==> src/hw/rtl/saturating_stereo_mix_buffer_defines.svh <==
// ----------------------------------------------------------------------------
// Stereo mix buffer assertion macros
// Shared concurrent assertion forms for the mix buffer RTL.
// ----------------------------------------------------------------------------
`ifndef SATURATING_STEREO_MIX_BUFFER_DEFINES_SVH
`define SATURATING_STEREO_MIX_BUFFER_DEFINES_SVH

// Flag a condition that must never be seen at a clock edge.
`define SSMB_ASSERT_NEVER(label, clk, rst, expr, msg) \
  label: assert property (@(posedge clk) disable iff (rst) !(expr)) \
    else $error(msg);

// Same-cycle implication.
`define SSMB_ASSERT_IMPLY(label, clk, rst, ante, cons, msg) \
  label: assert property (@(posedge clk) disable iff (rst) (ante) |-> (cons)) \
    else $error(msg);

// Next-cycle implication.
`define SSMB_ASSERT_NEXT(label, clk, rst, ante, cons, msg) \
  label: assert property (@(posedge clk) disable iff (rst) (ante) |=> (cons)) \
    else $error(msg);

`endif

==> src/hw/rtl/ssmb_pkg.sv <==
// ----------------------------------------------------------------------------
// Stereo mix buffer package
// Types, codes and saturating arithmetic shared by the mix buffer modules.
// ----------------------------------------------------------------------------
`timescale 1ns / 1ps

package ssmb_pkg;

  localparam int CMD_W      = 2;
  localparam int IDX_W      = 9;
  localparam int PF_W       = 10;
  localparam int SMP_W      = 16;
  localparam int GAIN_W     = 16;
  localparam int GAIN_FRAC  = 15;
  localparam int PROD_W     = 32;
  localparam int TAG_W      = 8;

  localparam int IN_DATA_W  = 56;
  localparam int IN_USER_W  = 3;
  localparam int OUT_DATA_W = 32;
  localparam int OUT_USER_W = 1;
  localparam int CFG_IDX_W  = 1;
  localparam int CFG_DATA_W = GAIN_W;

  // command codes
  localparam logic [CMD_W-1:0] CMD_CLEAR = 2'd0;
  localparam logic [CMD_W-1:0] CMD_MIX   = 2'd1;
  localparam logic [CMD_W-1:0] CMD_READ  = 2'd2;

  // register indexes
  localparam logic [CFG_IDX_W-1:0] REG_MASTER_STEREO = 1'd0;
  localparam logic [CFG_IDX_W-1:0] REG_GAIN          = 1'd1;

  localparam logic [GAIN_W-1:0] GAIN_RESET = 16'd16384;
  localparam logic [GAIN_W-1:0] GAIN_MAX   = 16'd32768;

  // tag 0 marks a swept entry; live epochs run from TAG_FIRST to TAG_LAST
  localparam logic [TAG_W-1:0] TAG_EMPTY = '0;
  localparam logic [TAG_W-1:0] TAG_FIRST = TAG_W'(1);
  localparam logic [TAG_W-1:0] TAG_LAST  = '1;

  typedef logic signed [SMP_W-1:0]  sample_t;
  typedef logic signed [PROD_W-1:0] prod_t;

  localparam sample_t SMP_MAX = 16'sh7FFF;
  localparam sample_t SMP_MIN = 16'sh8000;
  localparam sample_t SMP_ZERO = '0;
  localparam prod_t   TRUNC_BIAS = PROD_W'((1 << GAIN_FRAC) - 1);

  typedef struct packed {
    logic [CMD_W-1:0] command;
    logic [IDX_W-1:0] frame_index;
    logic [PF_W-1:0]  period_frames;
    sample_t          clip_left;
    sample_t          clip_right;
    logic             clip_stereo;
  } item_t;

  typedef struct packed {
    logic [TAG_W-1:0] tag;
    sample_t          right;
    sample_t          left;
  } frame_word_t;

  typedef struct packed {
    logic [TAG_W-1:0]  epoch;
    logic [PF_W-1:0]   limit;
    logic              master_stereo;
    logic [GAIN_W-1:0] gain;
  } mix_ctrl_t;

  typedef struct packed {
    sample_t out_left;
    sample_t out_right;
    logic    dropped;
  } result_t;

  // Add two samples and clamp to the int16 range.
  function automatic sample_t sat_add(input sample_t a, input sample_t b);
    logic [SMP_W:0] s;
    sample_t        r;
    s = {a[SMP_W-1], a} + {b[SMP_W-1], b};
    if (s[SMP_W] != s[SMP_W-1]) begin
      r = s[SMP_W] ? SMP_MIN : SMP_MAX;
    end else begin
      r = s[SMP_W-1:0];
    end
    return r;
  endfunction

  // Divide a Q15 product by 2^15, truncating toward zero.
  function automatic sample_t scale_trunc(input prod_t p);
    prod_t adj;
    adj = p + (p[PROD_W-1] ? TRUNC_BIAS : '0);
    return adj[PROD_W-2:GAIN_FRAC];
  endfunction

endpackage

==> src/hw/rtl/ssmb_epoch_ctrl.sv <==
// ----------------------------------------------------------------------------
// Epoch and configuration control
// Holds registers, period limit and epoch; sweeps the tags on reset and wrap.
// ----------------------------------------------------------------------------
`timescale 1ns / 1ps

module ssmb_epoch_ctrl #(
  parameter int FRAMES = 512,
  parameter int AW     = 9
) (
  input  logic                              clk,
  input  logic                              rst,
  input  logic                              cfg_we,
  input  logic [ssmb_pkg::CFG_IDX_W-1:0]    cfg_index,
  input  logic [ssmb_pkg::CFG_DATA_W-1:0]   cfg_data,
  input  logic                              clear_go,
  input  logic [ssmb_pkg::PF_W-1:0]         clear_frames,
  output ssmb_pkg::mix_ctrl_t               ctrl,
  output logic                              sweeping,
  output logic [AW-1:0]                     sweep_addr
);
  import ssmb_pkg::*;

  localparam logic [AW-1:0] LastAddr = AW'(FRAMES - 1);

  logic [TAG_W-1:0]  epoch;
  logic [PF_W-1:0]   limit;
  logic              master_stereo;
  logic [GAIN_W-1:0] gain;
  logic [AW-1:0]     sweep_cnt;
  logic [PF_W-1:0]   limit_next;

  assign limit_next = (32'(clear_frames) < 32'(FRAMES)) ? clear_frames : PF_W'(FRAMES);

  always_ff @(posedge clk) begin
    if (rst) begin
      epoch         <= TAG_FIRST;
      limit         <= '0;
      master_stereo <= 1'b1;
      gain          <= GAIN_RESET;
      sweeping      <= 1'b1;
      sweep_cnt     <= '0;
    end else begin
      if (cfg_we) begin
        unique case (cfg_index)
          REG_MASTER_STEREO: master_stereo <= cfg_data[0];
          REG_GAIN:          gain <= (cfg_data > GAIN_MAX) ? GAIN_MAX : cfg_data;
          default: ;
        endcase
      end
      if (sweeping) begin
        sweep_cnt <= sweep_cnt + AW'(1);
        if (sweep_cnt == LastAddr) begin
          sweeping  <= 1'b0;
          sweep_cnt <= '0;
        end
      end
      if (clear_go) begin
        limit <= limit_next;
        // wrap the epoch back to the start and wipe stale tags
        if (epoch == TAG_LAST) begin
          epoch    <= TAG_FIRST;
          sweeping <= 1'b1;
        end else begin
          epoch <= epoch + TAG_W'(1);
        end
      end
    end
  end

  assign sweep_addr         = sweep_cnt;
  assign ctrl.epoch         = epoch;
  assign ctrl.limit         = limit;
  assign ctrl.master_stereo = master_stereo;
  assign ctrl.gain          = gain;

endmodule

==> config.mk <==
export PLATFORM = sky130hd
export DESIGN_NAME = ssmb_epoch_ctrl
export DESIGN_NICKNAME = d
export VERILOG_FILES = /design/src/hw/rtl/saturating_stereo_mix_buffer_defines.svh /design/src/hw/rtl/ssmb_pkg.sv /design/src/hw/rtl/ssmb_epoch_ctrl.sv
export SDC_FILE = /design/constraint.sdc
export NUM_CORES = 1
export LEC_CHECK = 0
export ABC_AREA = 0
export BUFFER_PORTS_ARGS = -buffer_cell sky130_fd_sc_hd__buf_2
export CAP_MARGIN = 20
export CORE_MARGIN = 4
export CORE_UTILIZATION = 35
export CTS_BUF_LIST = sky130_fd_sc_hd__clkbuf_8
export CTS_CLUSTER_DIAMETER = 80
export DETAILED_ROUTE_END_ITERATION = 12
export GPL_ROUTABILITY_DRIVEN = 0
export PLACE_DENSITY_LB_ADDON = 0.3
export SYNTH_ARGS = -nofsm -noshare
export SYNTH_HDL_FRONTEND = slang
export SYNTH_SLANG_ARGS = --single-unit
export TNS_END_PERCENT = 50
==> constraint.sdc <==
create_clock -name clk -period 2.2 [get_ports clk]
set_input_delay 0.11 -clock clk [delete_from_list [all_inputs] [get_ports clk]]
set_output_delay 0.11 -clock clk [all_outputs]
set_load 0.01 [all_outputs]
==> results of run 1 <==
[cells by family (layout without fill, tap and decap cells)]
| group | Yosys count | count (layout) | share of synthesized area, % |
|---|---|---|---|
| AOI/OAI and AO/OA | 50 | 50 | 17.31 |
| xor gates and xnor gates | 4 | 4 | 1.901 |
| adders and majority gates | 3 | 3 | 2.037 |
| buffers and inverters | 14 | 89 | 3.530 |
| DFF | 45 | 45 | 48.88 |
| muxes | 4 | 4 | 2.173 |
| and+or+nand+nor | 83 | 83 | 24.17 |
[power by group through the flow]
stage                     clock [mW]  sequential (mW)  combinational, mW
after floorplan                    0            0.896             0.0802
after global placement             0            0.884              0.169
after detailed placement           0            0.885              0.170
after CTS                      0.516            0.866              0.171
after global routing           0.544            0.871              0.191
final                          0.488            0.866              0.169
[registers in the layout, indices dropped and copies added (netlist names)]
register	flops
sweep_addr	9
sweeping	1
epoch	8
master_stereo	1
gain	16
limit	10
[cell type report]
cell class | instances | area (µm²)
clock inverter | 3 | 13.76
tap | 70 | 87.58
multi-input combinational | 144 | 877.1
inverter | 3 | 11.26
clock buffer | 5 | 68.82
fill | 516 | 2750
sequential | 45 | 900.9
timing repair buffer | 78 | 397.9
[worst max-delay path, delay by kind of cell (launching register included)]
kind | cells | cell delay [ns]
and+or+nand+nor | 4 | 0.91
DFF | 1 | 0.36
AOI/OAI and AO/OA | 1 | 0.16
adders and majority gates | 2 | 0.51
[Yosys cell counts, drive strengths merged (4+ instances only)]
master / number
nand4: 9
a32o: 11
nor2: 17
o21ai: 8
dfxtp: 45
nand2: 17
nor2b: 11
nand3: 8
buf: 8
or4: 4
a21oi: 25
mux2i: 4
[metrics by stage]
stage	area, µm²	power (mW)	setup slack (ns)
after global placement	2275	1.053	0.2639
final	2357	1.522	0.1958
after CTS	2357	1.553	0.1993
after detailed placement	2275	1.055	0.2196
after floorplan	1843	0.9764	0.3300
after global routing	2357	1.606	0.07544
[worst paths after layout]
| check | to | slack [ns] |
|---|---|---|
| worst max-delay path | sweep_addr[7] | 0.20 |
| worst max register to register | sweep_addr[7] | 0.20 |
| worst min register to register | gain[12] | 0.45 |
| worst min-delay path | limit[3] | 0.04 |
[layer usage]
metal | vias up | global-route usage [%]
li1 | 885 | -
met1 | 791 | 17.86
met4 | 0 | 4.730
met5 | - | 0
met3 | 4 | 5.605
met2 | 66 | 21.69
==> results_dict.tcl, run 1 <==
set metrics [dict create \
    outcome "completed" \
    power_report.internal_total_mw 1.134 \
    cts_tree "done" \
    yosys_warnings 0 \
    floorplan.initialDensity_pct 36.09 \
    cts_hold_buffers 0 \
    worst_skew_pair.late_latency_ns 0.29 \
    number_of_synthesized_flops_with_an_enable_pin 0 \
    synthTopCellsByArea "sky130_fd_sc_hd__dfxtp_1, sky130_fd_sc_hd__a21oi_1, sky130_fd_sc_hd__a32o_1, sky130_fd_sc_hd__nor2b_1, sky130_fd_sc_hd__nand2_1" \
    cts_resized 0 \
    pwr-share-seq_pct 56.9 \
    worstPathRequired_ns 2.43 \
    detail_route.iter0.violations 105 \
    post-route-drc-count 0 \
    wl_met2_um 1915 \
    post-cts-setup-buffers 0 \
    clock_power_share_pct 32.1 \
    grt_max_degree 26 \
    crit_path_max_incr_delay_ns 0.51 \
    p_comb_share_pct 11.1 \
    crit_slowest_cell "sky130_fd_sc_hd__or4_1" \
    timing.max_cap.violations 0 \
    cts_max_level 2 \
    sw_frac_of_total_pct 25.54 \
    number_of_sinks_on_the_clock_net 45 \
    cp-end-kind "flip-flop" \
    wl_met1_um 1975 \
    dominantRegCellSynth "sky130_fd_sc_hd__dfxtp_1" \
    leading_cell_type_in_the_layout_fill_and_taps_excluded "sky130_fd_sc_hd__buf_2" \
    synth_seq_cells 45 \
    die_x_um 80.57 \
    report.final.slew_viol_count 0 \
    setup_crit_start_kind "flip-flop" \
    drtPass1Iterations 4 \
    ys_seq_area_share_pct 48.88 \
    routed_via_density 5.017 \
    yosys.area.top_type "sky130_fd_sc_hd__dfxtp_1" \
    worstRegToRegCells 7 \
    dieHeight_um 80.57 \
    hp-start "clear_frames[3]" \
    ys_async_sr_fraction_pct 0 \
    fin_util_pct 46.15 \
    grt_antenna_before_repair 0 \
    drive_gt1_share_pct 32.37 \
    timing_worst_slew_pin_value_ns 0.6234 \
    pin_count 76 \
    clk_transition_reported_paths_ns 0.08 \
    cts.path.max_buffers 2 \
    finalCritPeriodShare_pct 91.10 \
    detail_route.wl_per_cell_um 12.70 \
    hold_slack_ns 0.04455 \
    post_synth_instance_area_um2 1843 \
    numPortBuffers 75 \
    static-leakage-power_nw 1.042 \
    relSlewSlack_pct 58.35 \
    route.met3.wl_um 490 \
    final-setup-viol-count 0 \
    clk_root_buffer_cell "sky130_fd_sc_hd__clkbuf_8" \
    synth_top_area_share_pct 48.88 \
    path_class "reg -> reg" \
    top_routing_layer_in_use "met4" \
    irDropWorstVdd_mv 0.3005 \
    syn_area_per_cell_um2 9.079 \
    hold_class "in -> reg" \
    cts_buffers 5 \
    power_per_unit_of_standard_cell_area_nw_per_um2 645.9 \
    critical_path_peak_fanout 8 \
    timing.critical_path.cells "ha_1, nand3_1, nor3_1, ha_1, nand2b_4, or4_1, a31oi_1" \
    syn2layout_area_growth_pct 27.90 \
    final-hold-violation-count 0 \
    mappedNetlistNets 237 \
    core.rowCount 26 \
    most-common-layout-cells "sky130_fd_sc_hd__buf_2, sky130_fd_sc_hd__dfxtp_1, sky130_fd_sc_hd__a21oi_1" \
    die_outline_area_um2 6491 \
    dpl.cell_count 340 \
    dp_hpwl_um 3174 \
    worst_setup_path_startpoint "sweep_addr[0]" \
    globalRoute.totalOverflow 0 \
    critical_path_arrival_ns 2.23 \
    vias 1746 \
    max_freq_mhz 499.0 \
    grt.total_usage_pct 14.10 \
    grt_pass1_vias 1577 \
    detail-route-antenna-nets 0 \
    min_path_cells 3 \
    final_cells 348 \
    min_period_ns 2.004 \
    netlist-cell-type-count 36 \
    routed_wirelength_um 4418 \
    postSynthCellCount 203 \
    fin_tns_setup_ns 0 \
    critical_path.most_common_cell "sky130_fd_sc_hd__ha_1" \
    layout.nets 311 \
    grt_pass1_wl_um 7189 \
    power.switching_mw 0.3888 \
    grt_setup_unrepaired "false" \
    r2r_start "sweep_addr[0]" \
    antenna-diode-count 0 \
    coreArea_um2 5107 \
    clock-skew-final_ns 0.004836 \
]
Power figures use the tool's default switching activity.
==> inputs of run 2 (changes only) <==
--- a/config.mk
+++ b/config.mk
@@ -14,6 +14,7 @@
 export CTS_CLUSTER_DIAMETER = 80
 export DETAILED_ROUTE_END_ITERATION = 12
 export GPL_ROUTABILITY_DRIVEN = 0
+export HOLD_SLACK_MARGIN = 0.15
 export PLACE_DENSITY_LB_ADDON = 0.3
 export SYNTH_ARGS = -nofsm -noshare
 export SYNTH_HDL_FRONTEND = slang
==> run 2 against run 1 <==
Effect of this change:
- critical path depth unchanged
- die area stayed put
- sequential power is essentially flat
- via count rose by 6.9%
- sequential share of layout area is 4.3 points lower
- critical path type unchanged
==> results_dict.tcl, run 2 (synthesized netlist as in run 1, its figures left out) <==
set metrics [dict create \
    pin_count 76 \
    detail_route.wl_per_cell_um 13.03 \
    report.final.slew_viol_count 0 \
    finalCritPeriodShare_pct 91.08 \
    power.switching_mw 0.3967 \
    drtPass1Iterations 4 \
    worstRegToRegCells 7 \
    min_path_cells 3 \
    outcome "completed" \
    final-seq-area_um2 900.9 \
    dp_hpwl_um 3174 \
    setup_crit_start_kind "flip-flop" \
    grt_pass1_wl_um 8286 \
    p_comb_share_pct 13.4 \
    reg2reg_slack_ns 0.20 \
    multiInputGateArea_um2 877.1 \
    dpl_worst_slack_ns 0.2196 \
    whs_endpoint "gain[13]" \
    path_class "reg -> reg" \
    grt_antenna_before_repair 0 \
    drive_gt1_share_pct 29.22 \
    post-route-worst-setup-slack_ns 0.1962 \
    post-route-drc-count 0 \
    grt_pass1_vias 1767 \
    power_report.internal_total_mw 1.167 \
    critical_path.most_common_cell "sky130_fd_sc_hd__ha_1" \
    clock-skew-final_ns 0.003621 \
    clock_power_share_pct 31.2 \
    min_period_ns 2.004 \
    sw_frac_of_total_pct 25.38 \
    cts.path.max_buffers 2 \
    regMostFlops "gain" \
    clk_transition_reported_paths_ns 0.08 \
    detail_route.iter0.violations 124 \
    design_power_total_mw 1.563 \
    cts_tree "done" \
    fin_tns_setup_ns 0 \
    timing.max_cap.violations 0 \
    relSlewSlack_pct 57.85 \
    timing_worst_slew_pin_value_ns 0.6310 \
    static-leakage-power_nw 1.168 \
    grt_setup_unrepaired "false" \
    crit_path_max_incr_delay_ns 0.51 \
    worst_skew_pair.late_latency_ns 0.29 \
    hold_class "in -> reg" \
    cp-end-kind "flip-flop" \
    detail-route-antenna-nets 0 \
    critical_path_peak_fanout 8 \
    die_x_um 80.57 \
    pwr-share-seq_pct 55.4 \
    coreArea_um2 5107 \
    globalRoute.totalOverflow 0 \
    largest_register_ffs 16 \
    cts_buffers 5 \
    most-common-layout-cells "sky130_fd_sc_hd__buf_2, sky130_fd_sc_hd__dfxtp_1, sky130_fd_sc_hd__dlygate4sd3_1" \
    max_freq_mhz 499.0 \
    core.rowCount 26 \
    dieHeight_um 80.57 \
    final-hold-violation-count 0 \
    n_fill_cell 482 \
    crit_slowest_cell "sky130_fd_sc_hd__or4_1" \
    irDropWorstVdd_mv 0.2969 \
    numPortBuffers 75 \
    routed_wirelength_um 4924 \
    r2r_start "sweep_addr[0]" \
    routed_via_density 4.939 \
    timing.critical_path.cells "ha_1, nand3_1, nor3_1, ha_1, nand2b_4, or4_1, a31oi_1" \
    worstPathRequired_ns 2.42 \
    regToRegEndpoint "sweep_addr[7]" \
    cts_max_level 2 \
    clk_root_buffer_cell "sky130_fd_sc_hd__clkbuf_8" \
    hp-start "cfg_index" \
    floorplan.initialDensity_pct 36.09 \
    final-setup-viol-count 0 \
    vias 1867 \
    syn2layout_area_growth_pct 44.20 \
    fin_util_pct 52.03 \
    leading_cell_type_in_the_layout_fill_and_taps_excluded "sky130_fd_sc_hd__buf_2" \
    power_per_unit_of_standard_cell_area_nw_per_um2 588.2 \
    die_outline_area_um2 6491 \
    grt.total_usage_pct 16.26 \
    number_of_sinks_on_the_clock_net 45 \
    grt_max_degree 26 \
    antenna-diode-count 0 \
    hold_slack_ns 0.1832 \
    critical_path_arrival_ns 2.23 \
    layout.nets 341 \
]
## run 2: changes by cell type in the layout (fill, tap and decap cells not counted), sizes merged
cell | before | now
dlygate4sd3 | 0 | 30
## run 2: per-layer routing
layer	vias to the layer above	wire, µm	GRT usage (%)
li1	948	-	-
met1	851	2087	19.93
met2	66	2384	26.99
met3	2	426	5.493
met4	0	26	4.561
met5	-	0	0
## run 2: final cells by class
cell class	instances	area share, %
Tap cell	70	3.296
Clock inverter	3	0.5179
Sequential cell	45	33.90
Timing Repair Buffer	108	26.27
Inverter	3	0.4237
Multi-Input combinational cell	144	33.00
Clock buffer	5	2.589
## run 2: worst max-delay path by stage
stage / startpoint / endpoint / slack, ns / cells past startpoint
3_5_place_dp: sweep_addr[0] / sweep_addr[7] / 0.22 / 7
2_1_floorplan: sweep_addr[0] / sweep_addr[7] / 0.33 / 7
6_report: sweep_addr[0] / sweep_addr[7] / 0.20 / 7
3_3_place_gp: sweep_addr[0] / sweep_addr[7] / 0.26 / 7
4_1_cts: sweep_addr[0] / sweep_addr[7] / 0.20 / 7
5_1_grt: sweep_addr[0] / sweep_addr[7] / 0.08 / 7
## run 2: power by group through the flow
| stage | clock [mW] | combinational, mW | sequential (mW) |
|---|---|---|---|
| final | 0.487 | 0.210 | 0.866 |
| after detailed placement | 0 | 0.170 | 0.885 |
| after CTS | 0.516 | 0.209 | 0.866 |
| after floorplan | 0 | 0.0802 | 0.896 |
| after global placement | 0 | 0.169 | 0.884 |
| after global routing | 0.543 | 0.235 | 0.871 |
## run 2: metrics by stage
step / instance area [µm²] / std cells
5_1_grt: 2658 / 378
6_report: 2658 / 378
4_1_cts: 2658 / 378
3_3_place_gp: 2275 / 340
3_5_place_dp: 2275 / 340
2_1_floorplan: 1843 / 203
## run 2: timing repair
item	in CTS	in global routing
buffers inserted	0	0
hold buffers	30	0
hold endpoints to repair	27	0
resized for setup	0	0
## run 2: worst max-delay path: cells and delay by family, from the launching register on
family	cells	cell delay, ns
and+or+nand+nor	4	0.91
adders and majority gates	2	0.51
DFF	1	0.36
AOI/OAI and AO/OA	1	0.16
==> inputs of run 3 (changes only) <==
==> constraint.sdc (replaced) <==
create_clock -name clk -period 2.1 [get_ports clk]
set_input_delay 0.105 -clock clk [delete_from_list [all_inputs] [get_ports clk]]
set_output_delay 0.105 -clock clk [all_outputs]
set_load 0.01 [all_outputs]
==> run 3 against run 2 <==
Effect of this change:
- critical path type unchanged
- die area did not move
- maximum frequency is 6.6% higher
- clock skew increased by 0.0029 ns
==> results_dict.tcl, run 3 (synthesized netlist as in run 1, its figures left out) <==
set metrics [dict create \
    worstRegToRegCells 7 \
    hold_slack_ns 0.1738 \
    die_x_um 80.57 \
    drive_gt1_share_pct 29.45 \
    final-hold-violation-count 0 \
    cts_resized 0 \
    core.rowCount 26 \
    report.final.slew_viol_count 0 \
    cts_tree "done" \
    drtPass1Iterations 5 \
    cp-end-kind "flip-flop" \
    min_period_ns 1.880 \
    number_of_sinks_on_the_clock_net 45 \
    hold_class "in -> reg" \
    dieHeight_um 80.57 \
    pin_count 76 \
    grt_pass1_vias 1816 \
    hp-start "cfg_index" \
    syn2layout_area_growth_pct 45.21 \
    most-common-layout-cells "sky130_fd_sc_hd__buf_2, sky130_fd_sc_hd__dfxtp_1, sky130_fd_sc_hd__dlygate4sd3_1" \
    cts.path.max_buffers 2 \
    dp_hpwl_um 3256 \
    largest_register_ffs 16 \
    reg2reg_slack_ns 0.22 \
    min_path_cells 3 \
    setup_crit_start_kind "flip-flop" \
    cts_max_level 2 \
    vias 1883 \
    floorplan.initialDensity_pct 36.09 \
    critical_path_peak_fanout 7 \
    grt_max_degree 26 \
    timing_worst_slew_pin_value_ns 0.6090 \
    timing.max_cap.violations 0 \
    die_outline_area_um2 6491 \
    coreArea_um2 5107 \
    fin_tns_setup_ns 0 \
    r2r_start "sweep_addr[0]" \
    regMostFlops "gain" \
    final-setup-viol-count 0 \
    regToRegEndpoint "sweep_addr[7]" \
    numPortBuffers 75 \
    grt_antenna_before_repair 0 \
    grt_setup_unrepaired "false" \
    detail_route.iter0.violations 94 \
    layout.nets 343 \
    clk_transition_reported_paths_ns 0.08 \
    finalCritPeriodShare_pct 89.53 \
    grt.total_usage_pct 16.05 \
    worst_skew_pair.late_latency_ns 0.28 \
    irDropWorstVdd_mv 0.4538 \
    clk_root_buffer_cell "sky130_fd_sc_hd__clkbuf_8" \
    max_freq_mhz 531.9 \
    leading_cell_type_in_the_layout_fill_and_taps_excluded "sky130_fd_sc_hd__buf_2" \
    multiInputGateArea_um2 877.1 \
    worstPathRequired_ns 2.32 \
    power_per_unit_of_standard_cell_area_nw_per_um2 616.9 \
    relSlewSlack_pct 59.32 \
    routed_wirelength_um 4926 \
    path_class "reg -> reg" \
    post-cts-setup-buffers 0 \
    clock-skew-final_ns 0.006557 \
    design_power_total_mw 1.651 \
    n_fill_cell 505 \
    cts_buffers 5 \
    post-route-drc-count 0 \
    globalRoute.totalOverflow 0 \
    grt_pass1_wl_um 8314 \
    detail_route.wl_per_cell_um 13.00 \
    outcome "completed" \
    final-seq-area_um2 900.9 \
    detail-route-antenna-nets 0 \
    whs_endpoint "gain[15]" \
    static-leakage-power_nw 1.182 \
    antenna-diode-count 0 \
    routed_via_density 4.968 \
    critical_path_arrival_ns 2.10 \
]
run 3: cell count changes in the layout (fill, tap and decap cells not counted):
cell                       delta
sky130_fd_sc_hd__buf_4        +2
sky130_fd_sc_hd__clkbuf_8     +1
sky130_fd_sc_hd__clkinv_2     -2
run 3: layout make-up:
type | count | area share (%)
clock buffers | 6 | 3.086
clock inverters | 1 | 0.1403
inverters | 3 | 0.4208
multi-input cells | 144 | 32.77
flip-flops and latches | 45 | 33.66
well taps | 70 | 3.273
repair buffers | 110 | 26.65
run 3: repair_timing:
action | CTS | global route
hold buffers | 30 | 0
endpoints found under the setup margin | 0 | 0
hold endpoints to repair | 27 | 0
run 3: layer usage:
| layer | wire (µm) | track usage, % | up-vias |
|---|---|---|---|
| li1 | - | - | 950 |
| met1 | 2120 | 19.40 | 869 |
| met2 | 2368 | 27.24 | 62 |
| met3 | 406 | 4.709 | 2 |
| met4 | 30 | 5.068 | 0 |
| met5 | 0 | 0 | - |
run 3: where the power goes:
| part | leakage (nW) | switching [mW] | internal, mW |
|---|---|---|---|
| logic | 0.768 | 0.109 | 0.116 |
| clock network | 0.0485 | 0.263 | 0.256 |
| registers | 0.366 | 0.0226 | 0.883 |
run 3: how the worst max path moves through the flow:
stage               endpoint  cells after the start  slack (ns)     startpoint
2_1_floorplan  sweep_addr[7]                      7        0.23  sweep_addr[0]
3_3_place_gp   sweep_addr[7]                      7        0.26  sweep_addr[0]
3_5_place_dp   sweep_addr[7]                      7        0.23  sweep_addr[0]
4_1_cts        sweep_addr[7]                      7        0.21  sweep_addr[0]
5_1_grt        sweep_addr[5]                      7        0.08  sweep_addr[0]
6_report       sweep_addr[7]                      7        0.22  sweep_addr[0]
run 3: worst max-delay path, stage by stage (launching register included):
cell and delay [ns]:
sky130_fd_sc_hd__dfxtp_1 0.36, sky130_fd_sc_hd__ha_1 0.24, sky130_fd_sc_hd__nand3_1 0.13, sky130_fd_sc_hd__nor3_1 0.07, sky130_fd_sc_hd__ha_1 0.19, sky130_fd_sc_hd__nand2b_4 0.17
sky130_fd_sc_hd__or4_1 0.50, sky130_fd_sc_hd__a31oi_1 0.16
run 3: per-stage QoR:
stage / utilization, % / instance area [µm²] / worst slack, ns / std cells
4_1_cts: 52.40 / 2676 / 0.2108 / 379
3_5_place_dp: 44.83 / 2290 / 0.2254 / 342
5_1_grt: 52.40 / 2676 / 0.08404 / 379
3_3_place_gp: 44.83 / 2290 / 0.2595 / 342
6_report: 52.40 / 2676 / 0.2199 / 379
2_1_floorplan: - / 1843 / 0.2300 / 203
